===== src/hdl/sfe_pkg.sv =====
// Shared types and constants for the saturating feedback echo.
// Depends on nothing; every module of the block imports it.
package sfe_pkg;

  localparam int SAMPLE_W  = 16;
  localparam int GAIN_W    = 16;
  localparam int GAIN_FRAC = 14;

  typedef logic signed [SAMPLE_W-1:0] sample_t;
  typedef logic [GAIN_W-1:0]          gain_t;
  typedef logic [15:0]                delay_t;

  // Configuration register indexes.
  localparam int CFG_INDEX_W = 1;
  localparam logic [CFG_INDEX_W-1:0] REG_ECHO_GAIN     = 1'd0;
  localparam logic [CFG_INDEX_W-1:0] REG_DELAY_SAMPLES = 1'd1;

  localparam gain_t  ECHO_GAIN_RESET     = 16'd8192;
  localparam delay_t DELAY_SAMPLES_RESET = 16'd4800;

  localparam logic [15:0] FILL_MAX = 16'hFFFF;

endpackage


===== src/hdl/sfe_mix.sv =====
// Echo arithmetic: scales the delayed sample by the Q2.14 gain, truncates
// toward zero, saturates, and adds the input with saturation; without use_echo the input passes. Uses sfe_pkg.
module sfe_mix (
  input  sfe_pkg::sample_t x,
  input  sfe_pkg::sample_t echo,
  input  sfe_pkg::gain_t   gain,
  input  logic             use_echo,
  output sfe_pkg::sample_t y
);
  import sfe_pkg::*;

  localparam int PW = SAMPLE_W + GAIN_W + 1;
  localparam int QW = PW - GAIN_FRAC;

  logic signed [PW-1:0]       prod;
  logic signed [PW-1:0]       prod_adj;
  logic signed [QW-1:0]       scaled;
  sample_t                    scaled_sat;
  logic signed [SAMPLE_W:0]   sum;
  sample_t                    sum_sat;

  localparam logic signed [QW-1:0] Q_MAX = QW'(32767);
  localparam logic signed [QW-1:0] Q_MIN = -QW'(32768);

  always_comb begin
    prod = PW'(echo) * $signed({1'b0, gain});
    // Biasing a negative product before the arithmetic shift rounds it
    // toward zero instead of toward minus infinity.
    prod_adj = prod[PW-1] ? prod + PW'((1 << GAIN_FRAC) - 1) : prod;
    scaled = QW'(prod_adj >>> GAIN_FRAC);
    if (scaled > Q_MAX) begin
      scaled_sat = 16'sh7FFF;
    end else if (scaled < Q_MIN) begin
      scaled_sat = 16'sh8000;
    end else begin
      scaled_sat = scaled[SAMPLE_W-1:0];
    end
    sum = (SAMPLE_W + 1)'(x) + (SAMPLE_W + 1)'(scaled_sat);
    if (sum[SAMPLE_W] != sum[SAMPLE_W-1]) begin
      sum_sat = sum[SAMPLE_W] ? 16'sh8000 : 16'sh7FFF;
    end else begin
      sum_sat = sum[SAMPLE_W-1:0];
    end
    y = use_echo ? sum_sat : x;
  end

endmodule

===== config.mk =====
export PLATFORM = sky130hd
export DESIGN_NAME = sfe_mix
export DESIGN_NICKNAME = d
export VERILOG_FILES = /design/src/hdl/sfe_pkg.sv /design/src/hdl/sfe_mix.sv
export SDC_FILE = /design/constraint.sdc
export NUM_CORES = 1
export LEC_CHECK = 0
export BUFFER_PORTS_ARGS = -buffer_cell sky130_fd_sc_hd__buf_2
export CORE_MARGIN = 1
export CORE_UTILIZATION = 35
export DETAILED_ROUTE_END_ITERATION = 16
export PLACE_DENSITY_LB_ADDON = 0.3
export SLEW_MARGIN = 20
export SYNTH_ARGS = -nofsm -noshare
export SYNTH_HDL_FRONTEND = slang
export SYNTH_SLANG_ARGS = --single-unit

===== constraint.sdc =====
create_clock -name vclk -period 25.7
set_input_delay 2.57 -clock vclk [all_inputs]
set_output_delay 2.57 -clock vclk [all_outputs]
set_load 0.01 [all_outputs]

==> flow_summary.json <==
{
  "outcome": "finished clean",
  "synth.net_count": 1708,
  "syn_area_um2": 10900,
  "synth.top_cell.area_share": 0.357,
  "yosys-top-cells-area": "fa_1 36%, ha_1 16%, inv_1 8.4%, and2_1 6.9%, nand2_1 5.8%",
  "rsz0062_at_grt": "false",
  "critPathMaxStageDelay_ns": 0.69,
  "worst_pin_slew_ns": 0.734,
  "arrival_ns": 12.84,
  "area_growth_pct": 5.22,
  "setup_viol": 0,
  "synth_common_cells": "245 x inv_1, 195 x fa_1, 168 x nand2_1",
  "top_layer_used": "met4",
  "regArea_um2": 0,
  "grt_pass1_vias": 9101,
  "start_util": 0.356,
  "yosysSeqAreaShare": 0,
  "min-delay-path-class": "input pin to output pin",
  "fin_crit_ns": 15.41,
  "fmax_mhz": 64.9,
  "cp_slowest_cell": "o311ai_1",
  "multi_input_area_um2": 9760,
  "crit_required_ns": 23.13,
  "wl_met1_mm": 11.9,
  "diodes": 0,
  "detailed_place.area_um2": 11500,
  "vias": 8943,
  "final_area_um2": 11500,
  "synth_area_leader_cell": "fa_1",
  "num_rows": 64,
  "gp_congestion": 0.824,
  "hold_depth": 3,
  "yosysWarnings": 0,
  "drt-vias-per-instance": 5.17,
  "num-fill-cells": 3195,
  "cts_setup_buffers": 0,
  "path_common_cell": "fa_1",
  "syn_inst": 1326,
  "grt_usage": 0.176,
  "nets": 1717,
  "dieArea_um2": 31900,
  "ios": 65,
  "grt_max_degree": 25,
  "gr-total-overflow": 0,
  "synth_cell_type_count": 82,
  "critPathKind": "input pin to output pin",
  "slew_viol_final": 0,
  "layout-drive-gt1-share": 0.0713,
  "wl_met3_um": 696,
  "dieHeight_um": 179,
  "drc": 0,
  "core_um2": 30700,
  "relSlewSlack": 0.503,
  "drt-pass1-iter-count": 6,
  "port_buffers": 65,
  "wl_per_cell_um": 15.9,
  "drtIter0Drc": 475,
  "ant_nets": 0,
  "die_w_um": 179,
  "clkbuf_count": 0,
  "grt_pass1_wl_mm": 45.2,
  "nFlopsAndLatches": 0,
  "routed_wl_mm": 27.4,
  "cts_resized": 0,
  "hpwlAfterDp_mm": 22.8,
  "hold_viol": 0,
  "avgSynthCellArea_um2": 8.24,
  "startpoint_type": "input pin",
  "setup-tns-final_ns": 0,
  "cp_max_fo": 16,
  "wl_met2_mm": 14.4,
  "endpoint_kind": "output pin",
  "antenna_found_initial": 0,
  "ctsHoldBuffers": 0,
  "fin_crit_sh": 0.600,
  "synth_most_common_cell": "inv_1",
  "max_cap_violations": 0
}
[path summary, 6_finish.rpt]
| check | from | endpoint |
|---|---|---|
| setup / recovery | gain[11] | y[10] |
| hold / removal | x[15] | y[15] |
[worst max-delay path, delay by kind of cell]
kind,cells,cell delay (ns)
AOI/OAI and AO/OA,13,3.84
buffers and inverters,5,0.61
xor gates and xnor gates,1,0.33
muxes,1,0.17
adders and majority gates,8,3.83
and+or+nand+nor,6,1.50
[stage by stage]
stage / worst slack (ns) / instances / utilization / hold WS (ns)
3_3_place_gp: 10.57 / 1729 / 0.375 / 5.46
6_report: 10.29 / 1729 / 0.375 / 5.46
3_5_place_dp: 10.38 / 1729 / 0.375 / 5.46
2_1_floorplan: 11.69 / 1326 / - / 5.27
5_1_grt: 9.59 / 1729 / 0.375 / 5.47
4_1_cts: 10.38 / 1729 / 0.375 / 5.46
[cell usage in the layout (no fill, tap or decap), types with 15 or more instances in the layout]
cell type,count
a21oi_1,43
inv_1,245
xor2_1,20
xnor2_1,19
nand3_1,21
nand2b_1,15
fa_1,195
and2_1,121
o21ai_0,25
ha_1,138
buf_2,65
nor2_1,45
nand2_1,168
[area by class of cell]
| type | count | share of cell area |
|---|---|---|
| Tap cell | 396 | 0.0431 |
| Multi-Input combinational cell | 1022 | 0.848 |
| Inverter | 246 | 0.0803 |
| Timing Repair Buffer | 65 | 0.0283 |
[routing by layer]
layer / up-vias / global-route usage
li1: 4254 / -
met1: 4479 / 0.227
met2: 180 / 0.330
met3: 30 / 0.00424
met4: 0 / 0.0297
met5: - / 0
[kinds of logic after synthesis]
family	Yosys count	share of synthesized area
xor gates and xnor gates	39	0.0312
muxes	13	0.0126
buffers and inverters	304	0.107
AOI/OAI and AO/OA	190	0.123
adders and majority gates	333	0.515
and+or+nand+nor	447	0.211
Power is not shown: default switching activity piles up to over one toggle a cycle in this logic, so the estimate is an artifact.
